## src/psbt_pkg.sv

```systemverilog
`timescale 1ns / 1ps

package psbt_pkg;

    localparam int CFG_W      = 12;
    localparam int AIR_W      = 8;
    localparam int PH_W       = 12;
    localparam int CYC_W      = 13;
    localparam int EL_W       = 8;
    localparam int HDR_W      = 16;
    localparam int RXP_W      = 16;
    localparam int ADDR_W     = 5;
    localparam int S_TDATA_W  = 40;
    localparam int M_TDATA_W  = 32;
    localparam int TBL_DEPTH  = 256;
    localparam int TBL_AW     = 8;
    localparam int RED_STEPS  = 13;
    localparam int PULL_SHIFT = 2;

    localparam logic [HDR_W-1:0] SYNC_HEADER = 16'hAA55;
    localparam logic [PH_W-1:0]  AGE_MAX     = 12'hFFF;
    localparam logic [CYC_W-1:0] CYC_ZERO_LEN = 13'h1000;

    localparam logic [CFG_W-1:0] RST_CYCLE      = 12'd900;
    localparam logic [CFG_W-1:0] RST_LAMP_ON    = 12'd100;
    localparam logic [CFG_W-1:0] RST_SEND_START = 12'd450;
    localparam logic [CFG_W-1:0] RST_SEND_WIN   = 12'd50;
    localparam logic [AIR_W-1:0] RST_AIR_DELAY  = 8'd6;

    typedef enum logic [2:0] {
        REG_CYCLE      = 3'd0,
        REG_LAMP_ON    = 3'd1,
        REG_SEND_START = 3'd2,
        REG_SEND_WIN   = 3'd3,
        REG_AIR_DELAY  = 3'd4
    } t_reg_idx;

    typedef struct packed {
        logic              wrap;
        logic [EL_W-1:0]   rem;
    } t_tbl_entry;

endpackage

```

## src/phase_sync_blink_tracker.sv

```systemverilog
`timescale 1ns / 1ps

// Channel   | Direction | Handshake                    | Contents
// s_axis    | in        | s_axis_tvalid/s_axis_tready  | one control loop pass
// m_axis    | out       | m_axis_tvalid/m_axis_tready  | lamp, sync packet and phase
// apb       | in        | psel/penable/pwrite, pready  | five configuration registers
//
// One item is taken per clock unless a table build or a stalled output holds it off.
// The output register lets a new item enter while the previous result waits.
// After reset and after every write to cycle_length_ms or air_delay_ms, a table
// build runs with s_axis_tready low; it also reduces the phase into the new cycle.
// A stalled output holds the input register, so s_axis_tready drops behind it.

module phase_sync_blink_tracker
    import psbt_pkg::*;
(
    input  logic                  i_clk,
    input  logic                  i_rst_n,
    input  logic                  s_axis_tvalid,
    output logic                  s_axis_tready,
    // elapsed_ms[7:0], rx_header[23:8], rx_phase[39:24]
    input  logic [S_TDATA_W-1:0]  s_axis_tdata,
    // rx_present[0]
    input  logic                  s_axis_tuser,
    output logic                  m_axis_tvalid,
    input  logic                  m_axis_tready,
    // lamp_lit[0], send_phase[12:1], current_phase[24:13], zero[31:25]
    output logic [M_TDATA_W-1:0]  m_axis_tdata,
    // send_now[0]
    output logic                  m_axis_tuser,
    input  logic                  psel,
    input  logic                  penable,
    input  logic                  pwrite,
    input  logic [ADDR_W-1:0]     paddr,
    input  logic [31:0]           pwdata,
    output logic [31:0]           prdata,
    output logic                  pready
);

    localparam logic signed [CYC_W:0] PULL_BIAS = (CYC_W+1)'((1 << PULL_SHIFT) - 1);

    // Configuration registers.
    logic [CFG_W-1:0] r_cycle, n_cycle;
    logic [CFG_W-1:0] r_lamp_on, n_lamp_on;
    logic [CFG_W-1:0] r_send_start, n_send_start;
    logic [CFG_W-1:0] r_send_win, n_send_win;
    logic [AIR_W-1:0] r_air, n_air;

    // Block state.
    logic [PH_W-1:0]  r_phase, n_phase;
    logic             r_lamp, n_lamp;
    logic [PH_W-1:0]  r_age, n_age;
    logic             r_sent, n_sent;
    logic             r_wrap_pend, n_wrap_pend;

    // Table build.
    logic              r_fill_busy, n_fill_busy;
    logic [TBL_AW-1:0] r_fill_idx, n_fill_idx;
    logic [EL_W-1:0]   r_fill_rem, n_fill_rem;
    logic [EL_W-1:0]   r_air_rem, n_air_rem;
    t_tbl_entry        r_tbl [TBL_DEPTH];
    t_tbl_entry        r_in_tbl;

    // Input and output registers.
    logic              r_in_valid, n_in_valid;
    logic [EL_W-1:0]   r_in_elapsed;
    logic              r_in_present;
    logic [HDR_W-1:0]  r_in_header;
    logic [RXP_W-1:0]  r_in_rx_phase;
    logic              r_out_valid, n_out_valid;
    logic [M_TDATA_W-1:0] r_out_data, n_out_data;
    logic              r_out_send, n_out_send;

    logic              w_cfg_wr;
    t_reg_idx          w_reg_idx;
    logic [CYC_W-1:0]  w_cyc;
    logic              w_adv;
    logic              w_in_accept;

    logic [EL_W:0]     w_rem_inc;
    t_tbl_entry        w_fill_entry;
    logic [3:0]        w_red_shift;
    logic [24:0]       w_red_div;
    logic              w_red_ge;

    logic [CYC_W-1:0]  w_sum;
    logic              w_wrap;
    logic [PH_W-1:0]   w_ph1;
    logic [CYC_W-1:0]  w_age_sum;
    logic [PH_W-1:0]   w_age1;
    logic              w_lamp_a, w_lamp_b;
    logic [PH_W-1:0]   w_age_a, w_age_b;
    logic              w_sent_a;
    logic              w_tx;
    logic [CYC_W-1:0]  w_sp_sum;
    logic [PH_W-1:0]   w_sp;
    logic              w_rx;
    logic signed [CYC_W:0] w_cyc_s, w_half, w_d0, w_d1, w_d2, w_q, w_np0, w_np1, w_np2;
    logic [PH_W-1:0]   w_ph_out;
    logic              w_lamp_out;

    assign pready        = 1'b1;
    assign w_cfg_wr      = psel & penable & pwrite & pready;
    assign w_reg_idx     = t_reg_idx'(paddr[ADDR_W-1:2]);
    assign w_cyc         = (r_cycle == '0) ? CYC_ZERO_LEN : {1'b0, r_cycle};
    assign w_adv         = r_in_valid & (~r_out_valid | m_axis_tready);
    assign s_axis_tready = ~r_fill_busy & (~r_in_valid | w_adv);
    assign w_in_accept   = s_axis_tvalid & s_axis_tready;

    assign m_axis_tvalid = r_out_valid;
    assign m_axis_tdata  = r_out_data;
    assign m_axis_tuser  = r_out_send;

    always_comb begin
        case (w_reg_idx)
            REG_CYCLE:      prdata = {20'd0, r_cycle};
            REG_LAMP_ON:    prdata = {20'd0, r_lamp_on};
            REG_SEND_START: prdata = {20'd0, r_send_start};
            REG_SEND_WIN:   prdata = {20'd0, r_send_win};
            REG_AIR_DELAY:  prdata = {24'd0, r_air};
            default:        prdata = '0;
        endcase
    end

    // Table build: entry e holds e mod cycle and whether e reaches the cycle.
    assign w_rem_inc         = {1'b0, r_fill_rem} + 1'b1;
    assign w_fill_entry.rem  = r_fill_rem;
    assign w_fill_entry.wrap = {{(CYC_W-TBL_AW){1'b0}}, r_fill_idx} >= w_cyc;
    assign w_red_shift       = 4'(RED_STEPS - 1) - r_fill_idx[3:0];
    assign w_red_div         = {12'd0, w_cyc} << w_red_shift;
    assign w_red_ge          = {13'd0, r_phase} >= w_red_div;

    // Advance.
    assign w_sum     = {1'b0, r_phase} + {{(CYC_W-EL_W){1'b0}}, r_in_tbl.rem};
    assign w_ph1     = (w_sum >= w_cyc) ? PH_W'(w_sum - w_cyc) : w_sum[PH_W-1:0];
    assign w_wrap    = r_in_tbl.wrap | (w_sum >= w_cyc) | r_wrap_pend;
    assign w_age_sum = {1'b0, r_age} + {{(CYC_W-EL_W){1'b0}}, r_in_elapsed};
    assign w_age1    = w_age_sum[PH_W] ? AGE_MAX : w_age_sum[PH_W-1:0];
    assign w_lamp_a  = w_wrap | r_lamp;
    assign w_age_a   = w_wrap ? '0 : w_age1;
    assign w_sent_a  = w_wrap ? 1'b0 : r_sent;

    // On-time and on-window.
    always_comb begin
        w_lamp_b = w_lamp_a;
        w_age_b  = w_age_a;
        if (w_lamp_a) begin
            if (w_age_a >= r_lamp_on) begin
                w_lamp_b = 1'b0;
            end
        end else if (w_ph1 < r_lamp_on) begin
            w_lamp_b = 1'b1;
            w_age_b  = '0;
        end
    end

    // Transmit window.
    assign w_tx     = ~w_sent_a & (w_ph1 >= r_send_start) &
                      ({1'b0, w_ph1} < ({1'b0, r_send_start} + {1'b0, r_send_win}));
    assign w_sp_sum = {1'b0, w_ph1} + {{(CYC_W-EL_W){1'b0}}, r_air_rem};
    assign w_sp     = (w_sp_sum >= w_cyc) ? PH_W'(w_sp_sum - w_cyc) : w_sp_sum[PH_W-1:0];

    // Receive and pull.
    assign w_rx    = r_in_present & (r_in_header == SYNC_HEADER) &
                     ({{(RXP_W-CYC_W){1'b0}}, w_cyc} > r_in_rx_phase);
    assign w_cyc_s = $signed({1'b0, w_cyc});
    assign w_half  = $signed({2'b0, w_cyc[CYC_W-1:1]});
    assign w_d0    = $signed({2'b0, r_in_rx_phase[PH_W-1:0]}) - $signed({2'b0, w_ph1});
    assign w_d1    = (w_d0 > w_half) ? (w_d0 - w_cyc_s) : w_d0;
    assign w_d2    = (w_d1 < -w_half) ? (w_d1 + w_cyc_s) : w_d1;
    assign w_q     = $signed(w_d2 + (w_d2[CYC_W] ? PULL_BIAS : '0)) >>> PULL_SHIFT;
    assign w_np0   = $signed({2'b0, w_ph1}) + w_q;
    assign w_np1   = (w_np0 < 0) ? (w_np0 + w_cyc_s) : w_np0;
    assign w_np2   = (w_np1 >= w_cyc_s) ? (w_np1 - w_cyc_s) : w_np1;

    assign w_ph_out   = w_rx ? w_np2[PH_W-1:0] : w_ph1;
    assign w_lamp_out = w_tx | w_rx | w_lamp_b;

    always_comb begin
        n_cycle      = r_cycle;
        n_lamp_on    = r_lamp_on;
        n_send_start = r_send_start;
        n_send_win   = r_send_win;
        n_air        = r_air;
        n_phase      = r_phase;
        n_lamp       = r_lamp;
        n_age        = r_age;
        n_sent       = r_sent;
        n_wrap_pend  = r_wrap_pend;
        n_fill_busy  = r_fill_busy;
        n_fill_idx   = r_fill_idx;
        n_fill_rem   = r_fill_rem;
        n_air_rem    = r_air_rem;
        n_in_valid   = r_in_valid;
        n_out_valid  = r_out_valid;
        n_out_data   = r_out_data;
        n_out_send   = r_out_send;

        if (r_fill_busy) begin
            n_fill_idx = r_fill_idx + 1'b1;
            n_fill_rem = ({{(CYC_W-EL_W-1){1'b0}}, w_rem_inc} == w_cyc) ? '0
                                                                       : w_rem_inc[EL_W-1:0];
            if (r_fill_idx == r_air) begin
                n_air_rem = r_fill_rem;
            end
            if ((r_fill_idx < TBL_AW'(RED_STEPS)) && w_red_ge) begin
                n_phase     = PH_W'({13'd0, r_phase} - w_red_div);
                n_wrap_pend = 1'b1;
            end
            if (r_fill_idx == TBL_AW'(TBL_DEPTH - 1)) begin
                n_fill_busy = 1'b0;
            end
        end

        if (m_axis_tready) begin
            n_out_valid = 1'b0;
        end

        if (w_adv) begin
            n_phase     = w_ph_out;
            n_lamp      = w_lamp_out;
            n_age       = (w_tx | w_rx) ? '0 : w_age_b;
            n_sent      = w_tx | w_sent_a;
            n_wrap_pend = 1'b0;
            n_out_valid = 1'b1;
            n_out_send  = w_tx;
            n_out_data  = {7'd0, w_ph_out, (w_tx ? w_sp : {PH_W{1'b0}}), w_lamp_out};
            n_in_valid  = 1'b0;
        end

        if (w_in_accept) begin
            n_in_valid = 1'b1;
        end

        if (w_cfg_wr) begin
            case (w_reg_idx)
                REG_CYCLE: begin
                    n_cycle     = pwdata[CFG_W-1:0];
                    n_fill_busy = 1'b1;
                    n_fill_idx  = '0;
                    n_fill_rem  = '0;
                end
                REG_LAMP_ON:    n_lamp_on    = pwdata[CFG_W-1:0];
                REG_SEND_START: n_send_start = pwdata[CFG_W-1:0];
                REG_SEND_WIN:   n_send_win   = pwdata[CFG_W-1:0];
                REG_AIR_DELAY: begin
                    n_air       = pwdata[AIR_W-1:0];
                    n_fill_busy = 1'b1;
                    n_fill_idx  = '0;
                    n_fill_rem  = '0;
                end
                default: begin
                end
            endcase
        end
    end

    always_ff @(posedge i_clk) begin
        if (!i_rst_n) begin
            r_cycle      <= RST_CYCLE;
            r_lamp_on    <= RST_LAMP_ON;
            r_send_start <= RST_SEND_START;
            r_send_win   <= RST_SEND_WIN;
            r_air        <= RST_AIR_DELAY;
            r_phase      <= '0;
            r_lamp       <= 1'b0;
            r_age        <= '0;
            r_sent       <= 1'b0;
            r_wrap_pend  <= 1'b0;
            r_fill_busy  <= 1'b1;
            r_fill_idx   <= '0;
            r_fill_rem   <= '0;
            r_in_valid   <= 1'b0;
            r_out_valid  <= 1'b0;
        end else begin
            r_cycle      <= n_cycle;
            r_lamp_on    <= n_lamp_on;
            r_send_start <= n_send_start;
            r_send_win   <= n_send_win;
            r_air        <= n_air;
            r_phase      <= n_phase;
            r_lamp       <= n_lamp;
            r_age        <= n_age;
            r_sent       <= n_sent;
            r_wrap_pend  <= n_wrap_pend;
            r_fill_busy  <= n_fill_busy;
            r_fill_idx   <= n_fill_idx;
            r_fill_rem   <= n_fill_rem;
            r_in_valid   <= n_in_valid;
            r_out_valid  <= n_out_valid;
        end
    end

    always_ff @(posedge i_clk) begin
        r_air_rem  <= n_air_rem;
        r_out_data <= n_out_data;
        r_out_send <= n_out_send;
        if (w_in_accept) begin
            r_in_elapsed  <= s_axis_tdata[EL_W-1:0];
            r_in_header   <= s_axis_tdata[EL_W+HDR_W-1:EL_W];
            r_in_rx_phase <= s_axis_tdata[S_TDATA_W-1:EL_W+HDR_W];
            r_in_present  <= s_axis_tuser;
        end
    end

    always_ff @(posedge i_clk) begin
        if (r_fill_busy) begin
            r_tbl[r_fill_idx] <= w_fill_entry;
        end
        if (w_in_accept) begin
            r_in_tbl <= r_tbl[s_axis_tdata[EL_W-1:0]];
        end
    end

endmodule

```

## config.mk

```make
export PLATFORM = sky130hd
export DESIGN_NAME = phase_sync_blink_tracker
export DESIGN_NICKNAME = d
export VERILOG_FILES = /design/src/psbt_pkg.sv /design/src/phase_sync_blink_tracker.sv
export SDC_FILE = /design/constraint.sdc
export NUM_CORES = 2
export LEC_CHECK = 0
export ABC_AREA = 0
export BUFFER_PORTS_ARGS = -buffer_cell sky130_fd_sc_hd__buf_2
export CORE_MARGIN = 4
export CORE_UTILIZATION = 50
export CTS_CLUSTER_SIZE = 25
export DETAILED_ROUTE_END_ITERATION = 8
export PLACE_DENSITY = 0.76
export SLEW_MARGIN = 40
export SYNTH_ARGS = -nofsm -noshare
export SYNTH_HDL_FRONTEND = slang
export SYNTH_SLANG_ARGS = --single-unit
```

## constraint.sdc

```tcl
create_clock -name i_clk -period 24.9 [get_ports i_clk]
set_input_delay 2.49 -clock i_clk [delete_from_list [all_inputs] [get_ports i_clk]]
set_output_delay 2.49 -clock i_clk [all_outputs]
set_load 0.02 [all_outputs]
```

**Yosys cells after proc, flatten, opt, wreduce, memory -nomap -nowiden**

Memory sizes are Yosys's and may differ from the RTL's. A register that Yosys moved wholly into a read port is not among the register bits.
Index checks and enable logic that the tools add are counted.

- Logic and storage cells: 143
- Output and inout bits: 68
- Memory bits (read-only): 0
- Bits of input ports: 85
- Register bits after elaboration: 177
- Latch bits: 0
- Memories: 1
- Bits in writable memories: 2,304

- Eq/ne operators: 8
- Reductions and logical operators: 17
- Div/mod/pow operators: 0
- $lt $le $gt $ge: 14
- Bitwise operators: 22
- Multiply operators: 0
- Muxes and demuxes: 39
- $add $sub $neg: 18
- Shifts and indexed selects: 1

Memory list:

| memory | depth | bits a word | rd ports | clocked after memory_dff | write ports | line | text |
|---|---|---|---|---|---|---|---|
| r_tbl | 256 | 9 | 1 | 1 | 1 | phase_sync_blink_tracker.sv:61 | `t_tbl_entry r_tbl [TBL_DEPTH];` |

Operators by type and width:

| cell | number |
|---|---|
| 2-to-1 mux 12 bit | 12 |
| case mux 12 bit (5 select lines) | 1 |
| 2-to-1 mux 8 bit | 7 |
| subtractor 12 bit | 4 |
| 2-to-1 mux 14 bit | 3 |
| adder 12 x 8 -> 13 bit | 3 |
| adder 14 bit | 2 |
| greater-or-equal comparator 13 bit | 2 |
| greater-or-equal comparator 12 x 25 -> 1 bit | 1 |
| left shift 13 x 4 -> 25 bit | 1 |
| greater-or-equal comparator 12 bit | 2 |
| == test 16 bit, second input constant | 1 |
| > comparator 13 x 16 -> 1 bit | 1 |
| AND reduction 2 bit | 8 |
| adder 13 x 12 -> 14 bit | 1 |
| adder 14 x 2 -> 14 bit | 1 |
| greater-or-equal comparator 14 bit | 1 |
| less-than comparator 14 x 1 -> 1 bit, second input constant | 1 |
| less-than comparator 14 bit | 1 |
| 2-to-1 mux 1 bit | 14 |
| negation 12 -> 14 bit | 1 |
| subtractor 13 x 14 -> 14 bit | 1 |
| adder 12 x 12 -> 13 bit | 1 |
| == test 9 x 13 -> 1 bit | 1 |
| other kinds (24) | 48 |

**Longest topological paths before layout**

- Word-level depth: 18
- Mapped depth: 89
- Depth with buffers taken out: 83

**Worst setup path before layout**

OpenSTA, ideal clock, no wires.

- Kind: register to register
- Start point: reg, netlist name r_in_tbl[0]
- End point: reg r_out_data[23], in the netlist m_axis_tdata[23] (data pin)
- Clock period less this slack: 15.994 ns
- Data arrival time: 15.734 ns
- Setup time: 0.260 ns
- Setup slack: 8.906 ns
- Cell stages (with the launch flop): 78
- Cells stage by stage: edfxtp_1 ha_1 fa_1 a211oi_1 o31ai_1 xnor2_1 inv_1 ha_1 a2111oi_0 a22oi_1 o41ai_2 a211o_1 nand2_2 clkbuf_1 a21oi_1 ha_1 inv_1 ha_1 [42 not listed] inv_1 fa_1 a21o_1 a21oi_1 nor2_1 nor2_1 nand2_1 a21o_1 a21o_1 a211o_1 a21o_1 a21o_1 buf_1 mux2_2 inv_1 a31oi_1 nor3_1 nor2_1

- Word-level cells in the longest chain between the ends: 16

Ends and longest elaborated chain:

| item | line | text |
|---|---|---|
| adder 12 x 8 -> 13 bit * | phase_sync_blink_tracker.sv:134 | `assign w_sum = {1'b0, r_phase} + {{(CYC_W-EL_W){1'b0}}, r_in_tbl.rem};` |
| subtractor 12 bit or greater-or-equal comparator 13 bit (tied branches) | phase_sync_blink_tracker.sv:135 | `assign w_ph1 = (w_sum >= w_cyc) ? PH_W'(w_sum - w_cyc) : w_sum[PH_W-1:0];` |
| 2-to-1 mux 12 bit * | phase_sync_blink_tracker.sv:135 |  |
| subtractor 12 x 12 -> 13 bit | phase_sync_blink_tracker.sv:168 | `assign w_d0 = $signed({2'b0, r_in_rx_phase[PH_W-1:0]}) - $signed({2'b0, w_ph1});` |
| subtractor 13 x 14 -> 14 bit or > comparator 13 bit (tied branches) | phase_sync_blink_tracker.sv:169 | `assign w_d1 = (w_d0 > w_half) ? (w_d0 - w_cyc_s) : w_d0;` |
| 2-to-1 mux 14 bit | phase_sync_blink_tracker.sv:169 |  |
| adder 14 bit or less-than comparator 14 bit (tied branches) | phase_sync_blink_tracker.sv:170 | `assign w_d2 = (w_d1 < -w_half) ? (w_d1 + w_cyc_s) : w_d1;` |
| 2-to-1 mux 14 bit | phase_sync_blink_tracker.sv:170 |  |
| 2-to-1 mux 2 bit | phase_sync_blink_tracker.sv:171 | `assign w_q = $signed(w_d2 + (w_d2[CYC_W] ? PULL_BIAS : '0)) >>> PULL_SHIFT;` |
| adder 14 x 2 -> 14 bit | phase_sync_blink_tracker.sv:171 |  |
| adder 13 x 12 -> 14 bit | phase_sync_blink_tracker.sv:172 | `assign w_np0 = $signed({2'b0, w_ph1}) + w_q;` |
| adder 14 bit or less-than comparator 14 x 1 -> 1 bit (tied branches) | phase_sync_blink_tracker.sv:173 | `assign w_np1 = (w_np0 < 0) ? (w_np0 + w_cyc_s) : w_np0;` |
| 2-to-1 mux 14 bit | phase_sync_blink_tracker.sv:173 |  |
| subtractor 12 bit or greater-or-equal comparator 14 bit (tied branches) | phase_sync_blink_tracker.sv:174 | `assign w_np2 = (w_np1 >= w_cyc_s) ? (w_np1 - w_cyc_s) : w_np1;` |
| 2-to-1 mux 12 bit | phase_sync_blink_tracker.sv:174 |  |
| 2-to-1 mux 12 bit * | phase_sync_blink_tracker.sv:176 | `assign w_ph_out = w_rx ? w_np2[PH_W-1:0] : w_ph1;` |
| via w_ph_out[10] | phase_sync_blink_tracker.sv:99 | `logic [PH_W-1:0] w_ph_out;` |
| to (signal assigned) | phase_sync_blink_tracker.sv:296 | `r_out_data <= n_out_data;` |
| to (decl) | phase_sync_blink_tracker.sv:71 | `logic [M_TDATA_W-1:0] r_out_data, n_out_data;` |

Mark *: on every way through the listed nets, which the timed path passes. The rest lies on a longest branch.
A chain may end at the register's enable or synchronous reset.

**Worst setup path in the final report**

- Start point: reg, netlist name r_in_tbl[0]
- End point: reg r_out_data[22], in the netlist m_axis_tdata[22] (data pin)

- Word-level cells in the longest chain between the ends: 16

Ends and longest elaborated chain:

| item | line |
|---|---|
| adder 12 x 8 -> 13 bit * | phase_sync_blink_tracker.sv:134 |
| subtractor 12 bit or greater-or-equal comparator 13 bit (tied branches) | phase_sync_blink_tracker.sv:135 |
| 2-to-1 mux 12 bit * | phase_sync_blink_tracker.sv:135 |
| subtractor 12 x 12 -> 13 bit | phase_sync_blink_tracker.sv:168 |
| subtractor 13 x 14 -> 14 bit or > comparator 13 bit (tied branches) | phase_sync_blink_tracker.sv:169 |
| 2-to-1 mux 14 bit | phase_sync_blink_tracker.sv:169 |
| adder 14 bit or less-than comparator 14 bit (tied branches) | phase_sync_blink_tracker.sv:170 |
| 2-to-1 mux 14 bit | phase_sync_blink_tracker.sv:170 |
| 2-to-1 mux 2 bit | phase_sync_blink_tracker.sv:171 |
| adder 14 x 2 -> 14 bit | phase_sync_blink_tracker.sv:171 |
| adder 13 x 12 -> 14 bit | phase_sync_blink_tracker.sv:172 |
| adder 14 bit or less-than comparator 14 x 1 -> 1 bit (tied branches) | phase_sync_blink_tracker.sv:173 |
| 2-to-1 mux 14 bit | phase_sync_blink_tracker.sv:173 |
| subtractor 12 bit or greater-or-equal comparator 14 bit (tied branches) | phase_sync_blink_tracker.sv:174 |
| 2-to-1 mux 12 bit | phase_sync_blink_tracker.sv:174 |
| 2-to-1 mux 12 bit * | phase_sync_blink_tracker.sv:176 |
| via w_ph_out[9] | phase_sync_blink_tracker.sv:99 |

Marked as above.

==> results.json <==
{
  "status": "completed",
  "drt_iter0_markers": 8008,
  "max_clock_freq_mhz": 50.1,
  "fill_cells": 15407,
  "post_cts_resized": 0,
  "max_cap_violations": 0,
  "crit_path_end_kind": "register",
  "nNetsFinal": 6303,
  "ant_nets": 0,
  "vias": 57857,
  "detailed_place_hpwl_mm": 164,
  "period_minus_slack_ns": 19.97,
  "rows": 169,
  "pwr_density_cell_mw_per_mm2": 78.5,
  "seq_area_frac_synth_pct": 68.8,
  "grt_pass1_vias": 57749,
  "grt_setup_unrepaired": "false",
  "synth-seq-cells": 2490,
  "die_area_sq_mm": 0.222,
  "cp_common_cell": "ha_1",
  "yosys-top-cells-area": "edfxtp_1 (67%), mux4_2 (16%), ha_1 (2.7%), dfxtp_1 (1.9%), nor2_1 (1.5%)",
  "setup_viol": 0,
  "h-tree-depth": 4,
  "gr-usage-all-layers_pct": 24.6,
  "die_x_um": 471,
  "netlist_instances": 5843,
  "grt_overflow_total": 0,
  "ys.flop_type": "edfxtp_1",
  "path_max_fanout": 21,
  "drt_wl_total_mm": 275,
  "synth-async-reset-ratio_pct": 0,
  "die_h_um": 471,
  "cp.arrival_ns": 20.54,
  "cts_root_buf": "clkbuf_16",
  "gp_congestion": 0.904,
  "clock-sinks": 2490,
  "synth_edf_count": 2388,
  "ir_worst_vdd_mv": 0.0761,
  "viasPerCell": 6.43,
  "ys_warn_count": 0,
  "cp.required_ns": 25.47,
  "worst_pin_slew_ns": 0.995,
  "route.detailed.wl_per_inst_um": 30.6,
  "clk_pin_slew_worst_paths_ns": 0.07,
  "io_pins": 153,
  "netlist_area_sq_mm": 0.107,
  "drv_slew": 0,
  "power.total_mw": 9.38,
  "hp-class": "reg -> reg",
  "post_cts.repair.setup_buffers": 0,
  "numCtsBuffers": 229,
  "synth_cell_types": 102,
  "ctsHoldBuffers": 0,
  "firstDrtPassIters": 6,
  "fin_crit_sh_pct": 80.2,
  "antenna_found_initial": 15,
  "crit_slowest_cell": "a211o_1",
  "clock_path_buffers": 3,
  "skew_ns": 0.0840,
  "drc": 0,
  "synth_top_area_cell": "edfxtp_1",
  "cpPeakStageDelay_ns": 0.72,
  "start_util_pct": 50.4,
  "cts_tree": "done",
  "finalHoldViolCount": 0,
  "area_growth_pct": 11.4,
  "synth.avg_cell_area_sq_um": 18.3,
  "core_area_sq_mm": 0.213,
  "layout-drive-gt1-share_pct": 26.9,
  "fin_setup_tns_ns": 0,
  "yosysTopAreaCellShare_pct": 66.9,
  "io_buffers": 102,
  "relSlewSlack_pct": 33.3,
  "startpoint_type": "register",
  "path_class": "reg -> reg",
  "grt_pass1_wl_mm": 402,
  "leakagePower_nw": 38.8,
  "insertion_delay_ns": 0.89,
  "grt_max_degree": 214
}
[area by class of cell]
| type | count | area (sq um) | area share, % |
|---|---|---|---|
| Tap cell | 2821 | 3530 | 2.95 |
| Clock buffer | 266 | 5900 | 4.94 |
| Multi-Input combinational cell | 2902 | 32500 | 27.2 |
| Sequential cell | 2490 | 73800 | 61.8 |
| Antenna cell | 5 | 12.5 | 0.0105 |
| Inverter | 144 | 541 | 0.452 |
| Clock inverter | 157 | 1520 | 1.28 |
| Timing Repair Buffer | 209 | 1710 | 1.43 |
[synthesized netlist by cell type, types with 6 or more instances]
library cell and number:
nand2_1 243, a211oi_1 15, edfxtp_1 2388, xor2_1 64, o21a_1 20, ha_1 232, a21o_1 72, mux2_2 17
a31oi_1 16, o21bai_1 22, maj3_1 17, clkbuf_1 200, nor4_1 17, a31o_2 6, o22ai_1 13, buf_1 95
a32o_1 11, and3_1 20, xnor2_1 114, and2_1 12, inv_1 136, nand4_1 34, buf_2 7, nand2b_1 34
mux4_2 771, a21boi_0 45, o31ai_1 16, a211o_1 6, o21ai_0 105, a21oi_1 144, a2111oi_0 6, nor2_1 423
fa_1 10, nor3_1 41, buf_4 30, o211ai_1 14, mux2i_1 60, nor2b_1 48, nand3_1 77, o21ai_1 6
or3_1 14, dfxtp_1 102
[placed cells by master (no fill, tap or decap), types with 98 or more instances in the layout]
master / n
edfxtp_1: 2388
a21oi_1: 144
clkbuf_16: 230
nor2_1: 181
o21ai_0: 104
buf_2: 98
nand2_1: 233
inv_1: 136
nor2_2: 242
mux4_2: 771
xnor2_1: 113
ha_1: 232
[kinds of logic after synthesis]
kind of cell | Yosys count | share of synthesized area [%]
flip-flops | 2490 | 68.8
buffers and inverters | 477 | 1.79
other | 2 | 0.00700
XOR/XNOR | 180 | 1.50
multiplexers | 850 | 17.0
AND/OR/NAND/NOR | 997 | 4.20
AO/OA/AOI/OAI | 588 | 3.70
adder cells (fa/ha/maj) | 259 | 3.05
[worst max-delay path, delay by kind of cell (launching register included)]
family                   cells  cell delay, ns
AND/OR/NAND/NOR             18            2.82
XOR/XNOR                     3            0.81
flip-flops                   1            0.36
AO/OA/AOI/OAI               37           11.34
adder cells (fa/ha/maj)     10            3.15
buffers and inverters        5            0.71
multiplexers                 2            0.43
[path summary, 6_finish.rpt]
check / slack (ns) / depth (start not counted) / endpoint / start
worst min-delay path: 0.48 / 2 / r_age[0] / r_age[0]
worst max-delay path: 4.93 / 75 / m_axis_tdata[22] / r_in_tbl[0]
worst min register to register: 0.48 / 2 / r_age[0] / r_age[0]
worst max register to register: 4.93 / 75 / m_axis_tdata[22] / r_in_tbl[0]
[power breakdown]
part | switching [mW] | total [mW] | internal, mW
Sequential | 0.0123 | 4.57 | 4.56
Combinational | 0.767 | 1.31 | 0.542
Clock | 1.58 | 3.50 | 1.92
Total | 2.36 | 9.38 | 7.02
[registers in the layout (all words and copies together), names as in the netlist, 9 cells and up]
| signal | cells |
|---|---|
| r_cycle | 12 |
| m_axis_tdata | 25 |
| r_in_rx_phase | 16 |
| r_in_tbl | 9 |
| r_tbl | 2304 |
| r_phase | 12 |
| r_age | 12 |
| r_in_header | 16 |
| r_lamp_on | 12 |
| r_send_win | 12 |
| r_send_start | 12 |
[stage by stage]
stage / setup slack [ns] / instance area [sq um] / hold WS [ns] / util [%] / std cells
floorplan: 8.91 / 107000 / 0.432 / - / 5869
global placement: 5.89 / 111000 / 0.449 / 52.1 / 8550
detailed placement: 5.51 / 112000 / 0.462 / 52.4 / 8558
CTS: 5.42 / 119000 / 0.478 / 55.9 / 8981
global route: 3.59 / 119000 / 0.499 / 56.2 / 8990
finish: 4.93 / 119000 / 0.482 / 56.2 / 8994
[metal layers]
metal	global-route usage (%)	wire length, um
met4	10.7	13300
met3	5.72	29500
met5	0	43
met2	38.7	132000
met1	33.1	100000
(Power assumes the default switching activity.)
